[config.mk]
export PLATFORM = sky130hd
export DESIGN_NAME = hll_ctrl
export DESIGN_NICKNAME = d
export VERILOG_FILES = /design/src/hyperloglog_distinct_counter_defines.svh /design/src/hll_pkg.sv /design/src/hll_ctrl.sv
export SDC_FILE = /design/constraint.sdc
export NUM_CORES = 1
export LEC_CHECK = 0
export ABC_AREA = 1
export BUFFER_PORTS_ARGS = -buffer_cell sky130_fd_sc_hd__buf_2
export CORE_UTILIZATION = 46
export CTS_CLUSTER_DIAMETER = 30
export DETAILED_ROUTE_END_ITERATION = 12
export PLACE_DENSITY = 0.72
export SKIP_CTS_REPAIR_TIMING = 1
export SYNTH_ARGS = -nofsm -noshare
export SYNTH_HDL_FRONTEND = slang
export SYNTH_SLANG_ARGS = --single-unit
[constraint.sdc]
create_clock -name clk -period 1.5 [get_ports clk]
set_input_delay 0.225 -clock clk [delete_from_list [all_inputs] [get_ports clk]]
set_output_delay 0.225 -clock clk [all_outputs]
set_load 0.005 [all_outputs]
[src/hyperloglog_distinct_counter_defines.svh]
// ----------------------------------------------------------------------------
// Assertion macros for the distinct counter
// Shared property forms, clocked on clk and held off during reset.
// ----------------------------------------------------------------------------
`ifndef HYPERLOGLOG_DISTINCT_COUNTER_DEFINES_SVH
`define HYPERLOGLOG_DISTINCT_COUNTER_DEFINES_SVH

// The consequent must hold in the same cycle as the antecedent.
`define HLL_ASSERT_NOW(lbl, ante, cons, msg) \
  lbl: assert property (@(posedge clk) disable iff (rst) (ante) |-> (cons)) else $error(msg);

// The consequent must hold in the cycle after the antecedent.
`define HLL_ASSERT_NEXT(lbl, ante, cons, msg) \
  lbl: assert property (@(posedge clk) disable iff (rst) (ante) |=> (cons)) else $error(msg);

`endif

[src/hll_pkg.sv]
// ----------------------------------------------------------------------------
// hll_pkg
// Constants, command and status types and helper functions of the counter.
// ----------------------------------------------------------------------------
package hll_pkg;

  localparam int unsigned NUM_REGISTERS = 256;
  localparam int IDX_W   = $clog2(NUM_REGISTERS);
  localparam int RANK_W  = 6;
  localparam int FRAC_W  = 48;
  localparam int SUM_W   = IDX_W + 1 + FRAC_W;
  localparam int NBITS   = 64 - IDX_W;
  localparam int EST_W   = 48;

  localparam logic [63:0] FNV_BASIS = 64'hcbf29ce484222325;
  localparam logic [63:0] FMIX_K1   = 64'hff51afd7ed558ccd;
  localparam logic [63:0] FMIX_K2   = 64'hc4ceb9fe1a85ec53;

  localparam logic [63:0] EST_C = 64'd10 * (64'd1000 * 64'(NUM_REGISTERS) + 64'd1079);
  localparam logic [63:0] EST_X = 64'd7213 * 64'(NUM_REGISTERS) * 64'(NUM_REGISTERS)
                                  * 64'(NUM_REGISTERS);
  localparam int C_W = $clog2(EST_C + 64'd1);
  localparam int X_W = $clog2(EST_X + 64'd1);

  function automatic int imax(input int a, input int b);
    return (a > b) ? a : b;
  endfunction

  localparam int MUL_A_W = 32;
  localparam int MUL_B_W = imax(32, SUM_W - 32);
  localparam int MUL_W   = MUL_A_W + MUL_B_W;
  localparam int DEN_W   = C_W + SUM_W;
  localparam int ACC_W   = imax(64, DEN_W);
  localparam int NUM_W   = imax(X_W + FRAC_W + 1, DEN_W) + 1;
  localparam int DIV_W   = imax(NUM_W, DEN_W + FRAC_W + 1) + 1;
  localparam int CNT_W   = $clog2(FRAC_W);

  localparam logic [DIV_W-1:0] EST_NUM = DIV_W'(EST_X) << (FRAC_W + 1);

  // Multiplier operand selections
  localparam logic [2:0] MS_NONE = 3'd0;
  localparam logic [2:0] MS_V0K0 = 3'd1;
  localparam logic [2:0] MS_V0K1 = 3'd2;
  localparam logic [2:0] MS_V1K0 = 3'd3;
  localparam logic [2:0] MS_S0C  = 3'd4;
  localparam logic [2:0] MS_S1C  = 3'd5;

  // Accumulator operations
  localparam logic [1:0] ACC_HOLD  = 2'd0;
  localparam logic [1:0] ACC_LOAD  = 2'd1;
  localparam logic [1:0] ACC_ADD32 = 2'd2;

  typedef struct packed {
    logic       hash_step;
    logic       hash_close;
    logic [2:0] mul_sel;
    logic [1:0] acc_op;
    logic       round;
    logic       mix;
    logic       rho_init;
    logic       rho_step;
    logic       rho_fin;
    logic       ram_rd;
    logic       upd_sub;
    logic       upd_add;
    logic       div_init;
    logic       div_step;
    logic       out_load;
  } hll_cmd_t;

  typedef struct packed {
    logic scan_more;
    logic rank_gt;
    logic est_sat;
    logic out_free;
  } hll_stat_t;

  // Fixed-point value of 2^-r; ranks past the fraction width contribute nothing.
  function automatic logic [SUM_W-1:0] rank_term(input logic [RANK_W-1:0] r);
    logic [SUM_W-1:0] t;
    t = '0;
    if (r <= RANK_W'(FRAC_W)) begin
      t = SUM_W'(1) << (RANK_W'(FRAC_W) - r);
    end
    return t;
  endfunction

  // Leading zeros of a non-zero byte.
  function automatic logic [2:0] lz8(input logic [7:0] b);
    logic [2:0] n;
    n = 3'd7;
    for (int i = 0; i < 8; i++) begin
      if (b[i]) begin
        n = 3'(7 - i);
      end
    end
    return n;
  endfunction

endpackage

[src/hll_ctrl.sv]
// ----------------------------------------------------------------------------
// hll_ctrl
// Sequencer: steps the datapath through hashing, finalising, rank update
// and the estimate division.
// ----------------------------------------------------------------------------
module hll_ctrl import hll_pkg::*; (
  input  logic      clk,
  input  logic      rst,
  input  logic      in_valid,
  output logic      in_stall,
  input  logic      req_type,
  input  logic      last_byte,
  input  hll_stat_t stat,
  output hll_cmd_t  cmd
);

  localparam logic [3:0] ST_IDLE  = 4'd0;
  localparam logic [3:0] ST_FMUL  = 4'd1;
  localparam logic [3:0] ST_FMIX  = 4'd2;
  localparam logic [3:0] ST_RINIT = 4'd3;
  localparam logic [3:0] ST_RSTEP = 4'd4;
  localparam logic [3:0] ST_RFIN  = 4'd5;
  localparam logic [3:0] ST_UPD   = 4'd6;
  localparam logic [3:0] ST_ADD   = 4'd7;
  localparam logic [3:0] ST_EMUL  = 4'd8;
  localparam logic [3:0] ST_DINIT = 4'd9;
  localparam logic [3:0] ST_DSTEP = 4'd10;
  localparam logic [3:0] ST_OUT   = 4'd11;

  logic [3:0]       state, state_next;
  logic [1:0]       ph, ph_next;
  logic             round, round_next;
  logic [CNT_W-1:0] cnt, cnt_next;
  logic             accept;

  assign in_stall = (state != ST_IDLE);
  assign accept   = in_valid && !in_stall;

  always_ff @(posedge clk) begin
    if (rst) begin
      state <= ST_IDLE;
      ph    <= '0;
      round <= 1'b0;
      cnt   <= '0;
    end else begin
      state <= state_next;
      ph    <= ph_next;
      round <= round_next;
      cnt   <= cnt_next;
    end
  end

  always_comb begin
    cmd        = '0;
    state_next = state;
    ph_next    = ph;
    round_next = round;
    cnt_next   = cnt;
    cmd.round  = round;
    case (state)
      ST_IDLE: begin
        ph_next    = '0;
        round_next = 1'b0;
        cnt_next   = '0;
        if (accept) begin
          if (req_type) begin
            state_next = ST_EMUL;
          end else begin
            cmd.hash_step = 1'b1;
            if (last_byte) begin
              cmd.hash_close = 1'b1;
              state_next     = ST_FMUL;
            end
          end
        end
      end
      // Low 64 bits of a 64x64 product from three 32x32 partial products.
      ST_FMUL: begin
        ph_next = ph + 2'd1;
        case (ph)
          2'd0: cmd.mul_sel = MS_V0K0;
          2'd1: begin
            cmd.mul_sel = MS_V0K1;
            cmd.acc_op  = ACC_LOAD;
          end
          2'd2: begin
            cmd.mul_sel = MS_V1K0;
            cmd.acc_op  = ACC_ADD32;
          end
          default: begin
            cmd.acc_op = ACC_ADD32;
            state_next = ST_FMIX;
          end
        endcase
      end
      ST_FMIX: begin
        cmd.mix = 1'b1;
        ph_next = '0;
        if (!round) begin
          round_next = 1'b1;
          state_next = ST_FMUL;
        end else begin
          state_next = ST_RINIT;
        end
      end
      ST_RINIT: begin
        cmd.rho_init = 1'b1;
        state_next   = ST_RSTEP;
      end
      ST_RSTEP: begin
        if (stat.scan_more) begin
          cmd.rho_step = 1'b1;
        end else begin
          state_next = ST_RFIN;
        end
      end
      ST_RFIN: begin
        cmd.rho_fin = 1'b1;
        cmd.ram_rd  = 1'b1;
        state_next  = ST_UPD;
      end
      ST_UPD: begin
        if (stat.rank_gt) begin
          cmd.upd_sub = 1'b1;
          state_next  = ST_ADD;
        end else begin
          state_next = ST_IDLE;
        end
      end
      ST_ADD: begin
        cmd.upd_add = 1'b1;
        state_next  = ST_IDLE;
      end
      ST_EMUL: begin
        ph_next = ph + 2'd1;
        case (ph)
          2'd0: cmd.mul_sel = MS_S0C;
          2'd1: begin
            cmd.mul_sel = MS_S1C;
            cmd.acc_op  = ACC_LOAD;
          end
          default: begin
            cmd.acc_op = ACC_ADD32;
            state_next = ST_DINIT;
          end
        endcase
      end
      ST_DINIT: begin
        cmd.div_init = 1'b1;
        state_next   = ST_DSTEP;
      end
      ST_DSTEP: begin
        if (stat.est_sat) begin
          state_next = ST_OUT;
        end else begin
          cmd.div_step = 1'b1;
          cnt_next     = cnt + CNT_W'(1);
          if (cnt == CNT_W'(FRAC_W - 1)) begin
            state_next = ST_OUT;
          end
        end
      end
      ST_OUT: begin
        if (stat.out_free) begin
          cmd.out_load = 1'b1;
          state_next   = ST_IDLE;
        end
      end
      default: state_next = ST_IDLE;
    endcase
  end

endmodule

Word-level counts from Yosys, hierarchy flattened
Index checks and enable logic that the tools add are counted.
{"block": "classes", "add_sub_neg": 2, "eq_ne": 22, "muxes": 37, "n_reduce_logical": 14}
{"op": "one-hot mux 4 bit (11 select lines)", "n": 1}
{"op": "two-way mux 4 bit", "n": 9}
{"op": "== test 4 x 3 -> 1 bit, second input constant", "n": 4}
{"op": "== test 4 bit, second input constant", "n": 4}
{"op": "two-way mux 1 bit", "n": 13}
{"op": "inequality test 2 bit, second input constant", "n": 6}
{"op": "one-hot mux 6 bit (2 select lines)", "n": 1}
{"op": "two-way mux 2 bit", "n": 5}
{"op": "one-hot mux 5 bit (2 select lines)", "n": 1}
{"op": "== test 4 x 2 -> 1 bit, second input constant", "n": 2}
{"op": "one-hot mux 2 bit (2 select lines)", "n": 2}
{"op": "AND reduction 7 bit", "n": 1}
{"op": "adder 6 x 1 -> 6 bit, second input constant", "n": 1}
{"op": "== test 6 bit, second input constant", "n": 1}
{"op": "two-way mux 6 bit", "n": 1}
{"op": "inequality test 3 bit, second input constant", "n": 2}
{"op": "one-hot mux 2 bit (3 select lines)", "n": 1}
{"op": "one-hot mux 3 bit (2 select lines)", "n": 1}
{"op": "nonzero test 2 bit", "n": 3}
{"op": "OR reduction 2 bit", "n": 3}
{"op": "== test 4 x 1 -> 1 bit, second input constant", "n": 1}
{"op": "logical NOT 4 bit", "n": 1}
{"op": "nonzero test 4 bit", "n": 1}
{"op": "two-way mux 3 bit", "n": 1}
{"op": "9 further kinds", "n": 9}
{"block": "totals", "regBits": 13, "inputBits": 9}

Longest topological paths before layout
Gate-level depths: netlist (run 1).
{"block": "logic_depth", "ltp_word": 5, "depth_mapped": 11, "depth_no_buf": 11}

Least setup slack after synthesis (run 1)
OpenSTA, ideal clock, no wires.
{"block": "synth_timing", "kind": "register to register", "start": "register ph[0]", "end": "register state[0]", "setup_ns": 0.114, "arrival_ns": 1.233, "required_ns": 1.386, "path_slack_ns": 0.153, "stages_incl_launch_ff": 11, "path_buffers": 0, "path_cell_list": "dfxtp_1 > inv_1 > ha_1 > inv_1 > nand2_1 > nand3_1 > nand2_1 > nor2_4 > nand2_2 > nor2_1 > nor2_2"}
{"block": "synth_between", "elab_chain_len": 4}
{"item": "start: declaration", "line": "hll_ctrl.sv:31", "rtl": "logic [1:0] ph, ph_next;"}
{"item": "start signal: assignment", "line": "hll_ctrl.sv:47", "rtl": "ph <= ph_next;"}
{"item": "== test 2 x 1 -> 1 bit (tied with other cells)", "line": "hll_ctrl.sv:80, hll_ctrl.sv:136"}
{"item": "OR reduction 3 bit (no line) / OR reduction 2 bit (equally long branches)"}
{"item": "inequality test 2 bit (no line)"}
{"item": "AND reduction 7 bit (no line) (*)"}
{"item": "end signal: assignment", "line": "hll_ctrl.sv:46", "rtl": "state <= state_next;"}
{"item": "end: declaration", "line": "hll_ctrl.sv:30", "rtl": "logic [3:0] state, state_next;"}
Every way passes the cells marked *; elsewhere a longest branch is shown, timed or not.
A chain may end at the register's enable or synchronous reset.

==> results of run 1 <==
==> cell usage in the layout (no fill, tap or decap), types with 2 or more instances in the layout <==
cell / instances
clkbuf_4: 3
buf_2: 26
ha_1: 3
nor2_1: 22
nand2_1: 23
inv_1: 18
nand3_1: 6
nand3_2: 2
nor2_2: 5
dfxtp_1: 7
nand2_2: 5
nor2_4: 9
dfxtp_4: 6
o21ai_0: 5
a21oi_1: 10
buf_4: 16
nor3_2: 2
inv_4: 5
inv_2: 6
ha_4: 2
nand2_4: 5
nand4_1: 5
buf_6: 3
==> report_power, final <==
group          total (W)  leakage (nW)  internal [W]  switching [W]
sequential      0.000585         0.110      0.000456       0.000129
clock           0.000216        0.0150      0.000103       0.000113
combinational    0.00160         0.630      0.000693       0.000912
total            0.00241         0.755       0.00125        0.00115
==> through the flow <==
stage | std cells | cell area [um2] | setup WS [ns] | utilization, % | hold slack, ns
detailed placement | 211 | 1151 | 0.01779 | 58.08 | 0.4925
global route | 230 | 1469 | -0.1786 | 74.12 | 0.1834
global placement | 211 | 1151 | 0.09607 | 58.08 | 0.4807
CTS | 215 | 1177 | -0.2459 | 59.41 | 0.1859
floorplan | 157 | 982.2 | 0.1528 | - | 0.2941
finish | 230 | 1469 | -0.07433 | 74.12 | 0.1933
==> critical path: cells and delay by family, from the launching register on <==
| kind | cells | cell delay, ns |
|---|---|---|
| flops | 1 | 0.37 |
| buf+inv | 3 | 0.32 |
| simple gates | 4 | 0.38 |
==> metal layers <==
layer  track usage (%)  up-vias  share of wire, %
li1                  -      585                 -
met1             23.04      527                41
met2             40.53       47                51
met3             3.333       10               5.6
met4             12.78        0               2.7
met5                 0        -                 0
==> final timing paths <==
path | startpoint | endpoint | slack (ns) | cells past startpoint
worst max register to register | state[3] | cnt[2] | 0.11 | 8
worst min register to register | cnt[5] | cnt[5] | 0.50 | 2
worst max-delay path | state[2] | cmd[16] | -0.07 | 7
worst min-delay path | rst | ph[0] | 0.19 | 2
==> flip-flops by register name, summed over array words and instances, names as in the netlist <==
name / cells
ph: 2
round: 1
state: 4
cnt: 6
==> kinds of logic after synthesis <==
logic type	synth area share [%]
buffers and inverters	13.38
adder cells (fa/ha/maj)	6.369
AND/OR/NAND/NOR	43.44
flip-flops	26.50
AO/OA/AOI/OAI	10.32
==> cell type report <==
type / instances / area, um2
clock buffers: 4 / 26.28
fillers: 165 / 513.0
inverters: 29 / 121.4
multi-input cells: 112 / 720.7
flip-flops and latches: 13 / 282.8
well taps: 27 / 33.78
repair buffers: 45 / 284.0
==> metrics.md, run 1 <==
| Metric | Value |
|---|---|
| Tmin final | `1.574 ns` |
| Router iterations before antenna repair | `4` |
| Rel. slew slack | `between 80% and 90%` |
| Total gr overflow | `0` |
| Core area | `around 2000 um2` |
| Largest net degree at the start of global routing | `9` |
| Layout cells sized above 1 | `roughly 48%` |
| Worst EP arrival | `approximately 1.4 ns` |
| FF+latch count, synth | `13` |
| Top FF cell, synth | `dfxtp_1` |
| Power Total | `between 0.002 and 0.0025 W` |
| Req. time, crit path | `approximately 1.3 ns` |
| CP most frequent cell | `nand2_4` |
| Detailed Route WL | `roughly 2700 um` |
| Critical Path Slowest Stage Cell | `dfxtp_4` |
| Post-route antenna net violation count | `0` |
| Fin crit share | `105.0%` |
| Post-synth top cells | `nand2_1 (28), nor2_1 (28), inv_1 (26)` |
| Post-Synthesis Cell Area | `about 980 um2` |
| Io pins | `28` |
| Unrepaired setup endpoints after global routing | `true` |
| Routed vias/inst | `5.083` |
| Synth warn | `0` |
| Area leader, netlist | `dfxtp_1` |
| RePlAce Congestion | `about 0.86` |
| Failing checks | `setup timing` |
| DR vias | `1169` |
| Post-Synthesis Cells | `roughly 160` |
| Final Slew Violations | `0` |
| H-tree depth | `1` |
| Crit Path Class | `reg -> out` |
| DRC violations left | `0` |
| Fmax | `~640 MHz` |
| Register area share after synthesis | `26.50%` |
| Setup TNS Final | `-0.3641 ns` |
| Die Wd | `a little under 50 um` |
| Die area | `2324 um2` |
| Worst-path clk slew | `about 0.07 ns` |
| Ys async rst share | `0%` |
| Max Cap Viol | `0` |
| N_diodes | `0` |
| PnR worst setup slack | `-0.07433 ns` |
| EDFF count, synth | `0` |
| Initial core utilization | `approximately 50%` |
| Hold Violations, Final | `0` |
| NumNets Final | `around 220` |
| Layout Skew | `0.0008374 ns` |
| Clk sinks | `13` |
| Maximum buffer depth of the clock tree | `2` |
| Final setup viols | `7` |
| Netlist cell types | `23` |
| Setup crit end kind | `output port` |
| Global-route wire length before repair | `~3500 um` |
| Worst hold path class | `in -> reg` |
| Post-Syn Nets | `171` |
| IO buf count | `27` |
| Synth top area share | `26.50%` |
| Mean routed wirelength per cell | `11.79 um` |
| Initial drt markers | `12` |
| Slowest Stage Delay on Critical Path | `0.37 ns` |
| Synthesis-to-layout area growth | `49.55%` |
| CP cell instances | `nor2_4, buf_6, nand2_4, inv_4, nand2_4, nor3b_2, buf_2` |
| Clock root buffer master | `clkbuf_4` |
| Slew @ Worst Pin | `roughly 0.25 ns` |
| Initial antenna violation count | `0` |
| CTS tree | `done` |
| Crit Path Max Fanout | `3` |
| Clock Latency Late Sink | `roughly 0.28 ns` |
| Num CTS Buffers | `3` |
| Leakage | `between 0.7 and 0.8 nW` |
| Avg Cell Area, Syn | `~6.3 um2` |
| Max VDD drop | `0.9885 mV` |
| Power Dens Cells | `around 1600 nW/um2` |
| Vias in the first global route | `916` |
| Outcome | `complete, but fails checks` |
| Global-route usage over all layers | `21.88%` |
| Post-detail-place hpwl | `about 1900 um` |
| Chip Height | `48.21 um` |
| Row cnt | `16` |
| Main area contributors after synthesis | `dfxtp_1 (26%), nand2_1 (11%), nor2_1 (11%)` |
| CP Launch Type | `register` |
Power figures use the tool's default switching activity.
==> run 2, diff against run 1 <==
--- a/config.mk
+++ b/config.mk
@@ -9,2 +9,3 @@
 export BUFFER_PORTS_ARGS = -buffer_cell sky130_fd_sc_hd__buf_2
+export CORE_MARGIN = 8
 export CORE_UTILIZATION = 46
==> constraint.sdc (replaced) <==
create_clock -name clk -period 1.5 [get_ports clk]
set_input_delay 0.375 -clock clk [delete_from_list [all_inputs] [get_ports clk]]
set_output_delay 0.375 -clock clk [all_outputs]
set_load 0.005 [all_outputs]
==> run 2 against run 1 <==
The flow still finishes with violations (setup timing). First-iteration DRC count is 67% higher. Global-route usage is 9.7 points lower. Register-to-register slack worse by 0.24 ns. Clock power is 2% higher. Sequential power is 3% higher. Critical path depth is 1 lower. Die area is 67% higher. Clock-buffer cell count stayed put. Clock skew is 0.0058 ns higher. Setup slack worse by 0.14 ns. Flip-flop and latch count stayed put. Routed wire length is 13% higher. Critical path type unchanged. Critical endpoint is now cmd[12]. Largest power group unchanged. Highest routed layer unchanged.
==> metrics.md, run 2 (synthesis results as in run 1) <==
| Metric | Value |
|---|---|
| Die Wd | `62.21 um (+29%)` |
| Tmin final | `1.719 ns (+0.1444 ns)` |
| Num CTS Buffers | `3 (unchanged)` |
| Global-route wire length before repair | `4146 um (+18%)` |
| Layout cells sized above 1 | `55.12% (+7.3 points)` |
| Row cnt | `16 (unchanged)` |
| Max FFs per register | `6 (unchanged)` |
| Worst EP arrival | `1.34 ns (about the same)` |
| H-tree depth | `1 (unchanged)` |
| Cell internal pwr | `0.001367 W (+9.1%)` |
| Failing checks | `setup timing` |
| Placement Setup Slack | `0.005358 ns (-0.01243 ns)` |
| Setup crit end kind | `output port` |
| Final setup viols | `24 (+17)` |
| Post-route antenna net violation count | `0 (unchanged)` |
| Initial drt markers | `20 (+8)` |
| Router iterations before antenna repair | `4 (unchanged)` |
| Io pins | `28 (unchanged)` |
| Reg2Reg Setup Slack | `-0.13 ns (-0.24 ns)` |
| Hold Violations, Final | `0 (unchanged)` |
| Worst hold path class | `in -> reg` |
| Synthesis-to-layout area growth | `62.17%` |
| Initial antenna violation count | `0 (unchanged)` |
| Setup TNS Final | `-2.849 ns (-2.485 ns)` |
| Power Total | `0.002672 W (+11%)` |
| RePlAce Congestion | `0.8943 (+4.1%)` |
| Sw Pwr | `0.001305 W (+13%)` |
| DRC violations left | `0 (unchanged)` |
| Worst-path clk slew | `0.08 ns (about the same)` |
| Die area | `3870 um2 (+67%)` |
| Rel. slew slack | `81.60% (-1.7 points)` |
| Crit Path Class | `reg -> out` |
| Req. time, crit path | `1.12 ns (-0.15 ns)` |
| Maximum buffer depth of the clock tree | `2 (unchanged)` |
| Fmax | `581.8 MHz (-8.4%)` |
| Core area | `1982 um2 (unchanged)` |
| NumNets Final | `220 (+0.92%)` |
| Clk sinks | `13 (unchanged)` |
| Switching fraction of total power | `48.85% (+0.90 points)` |
| Max Cap Viol | `0 (unchanged)` |
| Top reg by flops | `cnt` |
| Max VDD drop | `1.121 mV (+13%)` |
| N_diodes | `0 (unchanged)` |
| Layout Skew | `0.006674 ns (+0.005837 ns)` |
| Reg-to-reg endpoint | `state[0]` |
| Fin crit share | `114.6% (+9.6 points)` |
| Layout Cell Area excl Fill | `1593 um2 (+8.4%)` |
| Placed inst area | `1189 um2 (+3.3%)` |
| PnR worst setup slack | `-0.2188 ns (-0.1444 ns)` |
| IO buf count | `27 (unchanged)` |
| Routed vias/inst | `5.022 (-1.2%)` |
| Layout fillers | `133 (-19%)` |
| Clock Latency Late Sink | `0.28 ns (about the same)` |
| Total gr overflow | `0 (unchanged)` |
| Global-route usage over all layers | `12.14% (-9.7 points)` |
| Worst-case reg-to-reg path depth | `13 (+5)` |
| Outcome | `complete, but fails checks` |
| Vias in the first global route | `1015 (+11%)` |
| Largest net degree at the start of global routing | `9 (unchanged)` |
| Clk pwr share | `8.2% (-0.8 points)` |
| Chip Height | `62.21 um (+29%)` |
| DR vias | `1165 (-0.34%)` |
| Crit. Startpoint | `state[0]` |
| Commonest cells after routing, fill and taps aside | `buf_2 (25), nand2_1 (22), nor2_1 (19), inv_1 (14)` |
| CP Launch Type | `register` |
| Crit path capture | `cmd[12]` |
| Seq pwr share | `22.5% (-1.8 points)` |
| Worst Hold Slack | `0.3312 ns (+0.1379 ns)` |
| Biggest regs | `cnt (6), state (4), ph (2)` |
| CTS tree | `done` |
| RR Startpoint | `state[3]` |
| Initial core utilization | `49.56% (unchanged)` |
| Slew @ Worst Pin | `0.2743 ns (+0.02464 ns)` |
| Leakage | `0.7710 nW (+2.1%)` |
| Final Slew Violations | `0 (unchanged)` |
| Unrepaired setup endpoints after global routing | `true` |
| Crit Path Max Fanout | `5 (+2)` |
| Mean routed wirelength per cell | `13.25 um (+12%)` |
| Detailed Route WL | `3074 um (+13%)` |
| Power Dens Cells | `1677 nW/um2 (+2.4%)` |
| Clock root buffer master | `clkbuf_4` |
| Commonest non-fill, non-tap cell in the layout | `buf_2` |
| Combinational fraction of design power | `69.2% (+2.5 points)` |
| Post-detail-place hpwl | `2051 um (+6.4%)` |
run 2: cell types whose count changed in the layout (fill, tap and decap cells not counted), sizes merged:
cell,previous run,this run
buf,45,47
run 2: worst max-delay path, stage by stage (launching register included):
cell and delay, ns:
dfxtp_4 0.38, nor2_4 0.21, nand2_2 0.11, nand2_4 0.10, inv_1 0.06, nor2_1 0.09
buf_2 0.12
run 2: final cells by class:
class / instances / area [um2] / area share (%)
repair buffers: 47 / 327.8 / 20.58
clock buffers: 4 / 26.28 / 1.650
flip-flops and latches: 13 / 281.5 / 17.67
well taps: 27 / 33.78 / 2.121
multi-input cells: 112 / 787.0 / 49.41
inverters: 29 / 136.4 / 8.562
run 2: worst min path at each step:
stage / depth (start not counted) / slack (ns) / to / startpoint
2_1_floorplan: 1 / 0.44 / cnt[4] / rst
3_3_place_gp: 2 / 0.48 / cnt[4] / cnt[4]
3_5_place_dp: 2 / 0.49 / cnt[4] / cnt[4]
4_1_cts: 2 / 0.34 / ph[0] / rst
5_1_grt: 2 / 0.35 / ph[1] / rst
6_report: 2 / 0.33 / ph[0] / rst
run 2: routing by layer:
layer	global-route usage (%)	vias to the layer above	wire length (um)
li1	-	594	-
met1	12.85	530	1230
met2	21.99	37	1601
met3	3.763	4	192
met4	4.082	0	49
met5	0	-	0
run 2: per-stage QoR:
stage                     instances  util [%]
final                           232     80.37
after global routing            232     80.37
after CTS                       220     61.30
after detailed placement        216     59.97
after global placement          216     59.97
after floorplan                 157         -
run 2: power by group through the flow:
stage               Combinational (W)  Sequential (W)  Clock (W)
floorplan                    0.000818        0.000508          0
global placement              0.00116        0.000524          0
detailed placement            0.00118        0.000529          0
CTS                           0.00119        0.000521   0.000224
global route                  0.00201        0.000616   0.000234
finish                        0.00185        0.000602   0.000220
==> run 3, diff against run 2 <==
CORE_UTILIZATION = 40   (was 46)
PLACE_DENSITY = not set   (was 0.72)
clock period = 2.2 ns   (was 1.5 ns; I/O delays follow)
==> run 3 against run 2 <==
The flow now finishes without violations. Setup slack better by 0.32 ns. Worst hold slack better by 0.18 ns. Routed wire length is 19% lower. Sequential power is 41% lower. Die area is 11% higher. Non-clock buffer count is 20 lower. Critical path type unchanged. Critical endpoint is now cmd[16].
==> metrics.md, run 3 (synthesis results as in run 1) <==
| Metric | Value |
|---|---|
| Outcome | `complete, no violations` |
| NumNets Final | `200 (-9.1%)` |
| Final setup viols | `0 (-100%)` |
| Layout cells sized above 1 | `25.95% (-29 points)` |
| Hold Violations, Final | `0 (unchanged)` |
| Biggest regs | `cnt (6), state (4), ph (2)` |
| Worst-case reg-to-reg path depth | `8 (-5)` |
| Crit Path Class | `reg -> out` |
| Commonest cells after routing, fill and taps aside | `nand2_1 (28), nor2_1 (28), buf_2 (27), inv_1 (26), dfxtp_1 (13)` |
| Delay-heaviest family, CP | `simple AND/OR/NAND/NOR gates` |
| Layout fillers | `272 (+100%)` |
| CP Launch Type | `register` |
| Top reg by flops | `cnt` |
| Slew @ Worst Pin | `0.3491 ns (+0.07477 ns)` |
| Initial core utilization | `40.76% (-8.8 points)` |
| Worst EP arrival | `1.55 ns (+0.21 ns)` |
| RePlAce Congestion | `0.9357 (+4.6%)` |
| Placement Setup Slack | `0.3952 ns (+0.3898 ns)` |
| N_diodes | `0 (unchanged)` |
| Num CTS Buffers | `3 (unchanged)` |
| Combinational fraction of design power | `59.1% (-10 points)` |
| Router iterations before antenna repair | `4 (unchanged)` |
| Clock root buffer master | `clkbuf_4` |
| DRC violations left | `0 (unchanged)` |
| Seq pwr share | `29.1% (+6.6 points)` |
| Maximum buffer depth of the clock tree | `2 (unchanged)` |
| Reg2Reg Setup Slack | `0.68 ns (+0.81 ns)` |
| Global-route usage over all layers | `12.07% (-0.068 points)` |
| Mean routed wirelength per cell | `11.52 um (-13%)` |
| Sw Pwr | `0.0006192 W (-53%)` |
| Max Cap Viol | `0 (unchanged)` |
| Worst-path clk slew | `0.08 ns (about the same)` |
| Setup TNS Final | `0 ns (+2.849 ns)` |
| Die area | `4297 um2 (+11%)` |
| Cell internal pwr | `0.0006083 W (-55%)` |
| Crit Path Max Fanout | `5 (unchanged)` |
| Slowest Stage Delay on Critical Path | `0.38 ns (about the same)` |
| Worst Hold Slack | `0.5132 ns (+0.1820 ns)` |
| Clk pwr share | `11.8% (+3.6 points)` |
| Power Dens Cells | `1059 nW/um2 (-37%)` |
| Util after Layout | `48.08% (-32 points)` |
| PnR worst setup slack | `0.09655 ns (+0.3153 ns)` |
| IO buf count | `27 (unchanged)` |
| DR vias | `1022 (-12%)` |
| Unrepaired setup endpoints after global routing | `false` |
| Final Slew Violations | `0 (unchanged)` |
| Post-detail-place hpwl | `2095 um (+2.1%)` |
| Largest net degree at the start of global routing | `9 (unchanged)` |
| Max FFs per register | `6 (unchanged)` |
| Routed vias/inst | `4.753 (-5.3%)` |
| Fmax | `approximately 480 MHz` |
| Initial antenna violation count | `0 (unchanged)` |
| Clock Latency Late Sink | `0.28 ns (about the same)` |
| Fin crit share | `a little over nine tenths` |
| Switching fraction of total power | `50.45% (+1.6 points)` |
| Tmin final | `between 2 and 2.5 ns` |
| Row cnt | `18 (+2)` |
| Min-Delay Path Depth | `2 (unchanged)` |
| Setup crit end kind | `output port` |
| Io pins | `28 (unchanged)` |
| Core area | `2410 um2 (+22%)` |
| Chip Height | `65.55 um (+5.4%)` |
| Vias in the first global route | `993 (-2.2%)` |
| Detailed Route WL | `2476 um (-19%)` |
| CP cell instances | `nor2_2, nand2_4, inv_2, nand2_1, nor3b_1, buf_2` |
| Leakage | `0.6315 nW (-18%)` |
| CTS tree | `done` |
| Synthesis-to-layout area growth | `17.96%` |
| Critical Path Slowest Stage Cell | `dfxtp_1` |
| Reg-to-reg endpoint | `state[0]` |
| Rel. slew slack | `76.64% (-5.0 points)` |
| Clk sinks | `13 (unchanged)` |
| Post-route antenna net violation count | `0 (unchanged)` |
| Layout Skew | `0.005609 ns (-0.001065 ns)` |
| Max VDD drop | `0.4980 mV (-56%)` |
| RR Startpoint | `cnt[0]` |
| Hold_sp | `ph[0]` |
| Worst hold path class | `reg -> reg` |
| Hold EP | `ph[0]` |
| Total gr overflow | `0 (unchanged)` |
| Die Wd | `65.55 um (+5.4%)` |
| Critical path buffers and inverters | `2 (unchanged)` |
| Initial drt markers | `48 (+140%)` |
| Req. time, crit path | `1.65 ns (+0.53 ns)` |
| Global-route wire length before repair | `4236 um (+2.2%)` |
| H-tree depth | `1 (unchanged)` |
run 3: through the flow:
stage | cells | power [W] | area [um2]
finish | 215 | 0.001228 | 1159
global route | 215 | 0.001359 | 1159
CTS | 215 | 0.001241 | 1159
detailed placement | 211 | 0.001093 | 1132
global placement | 211 | 0.001083 | 1132
floorplan | 157 | 0.0009040 | 982.2
run 3: worst max-delay path by stage:
stage / to / slack, ns / cells past startpoint / startpoint
after floorplan: cmd[16] / 0.63 / 5 / state[3]
after global placement: cmd[16] / 0.43 / 6 / state[1]
after detailed placement: cmd[16] / 0.40 / 6 / state[1]
after CTS: cmd[16] / 0.09 / 6 / state[1]
after global routing: cmd[14] / 0.007 / 7 / state[3]
final: cmd[16] / 0.1 / 6 / state[1]
run 3: metal layers:
layer	global-route usage, %	wire length [um]	vias to the layer above
li1	-	-	545
met1	13.35	1094	448
met2	20.91	1157	24
met3	3.741	188	5
met4	4.905	36	0
met5	0	0	-
run 3: power groups by stage:
stage               clock network [W]  registers (W)  logic [W]
floorplan                           0       0.000346   0.000558
global placement                    0       0.000357   0.000726
detailed placement                  0       0.000362   0.000731
CTS                          0.000151       0.000357   0.000733
global route                 0.000160       0.000365   0.000834
finish                       0.000145       0.000357   0.000726
run 3: final cells by class:
| class | count | area [um2] | share of cell area, % |
|---|---|---|---|
| multi-input combinational | 112 | 590.6 | 50.97 |
| sequential | 13 | 260.3 | 22.46 |
| timing repair buffer | 27 | 135.1 | 11.66 |
| inverter | 29 | 108.9 | 9.395 |
| tap | 30 | 37.54 | 3.240 |
| clock buffer | 4 | 26.28 | 2.268 |
run 3: worst register-to-register path: stages (launching register included):
cell and delay (ns):
dfxtp_1 0.38, ha_1 0.24, nand3_1 0.11, nor2_1 0.11, nor2_1 0.05, nor2_1 0.22
nand2_2 0.12, nor2_1 0.13, nor2_2 0.05
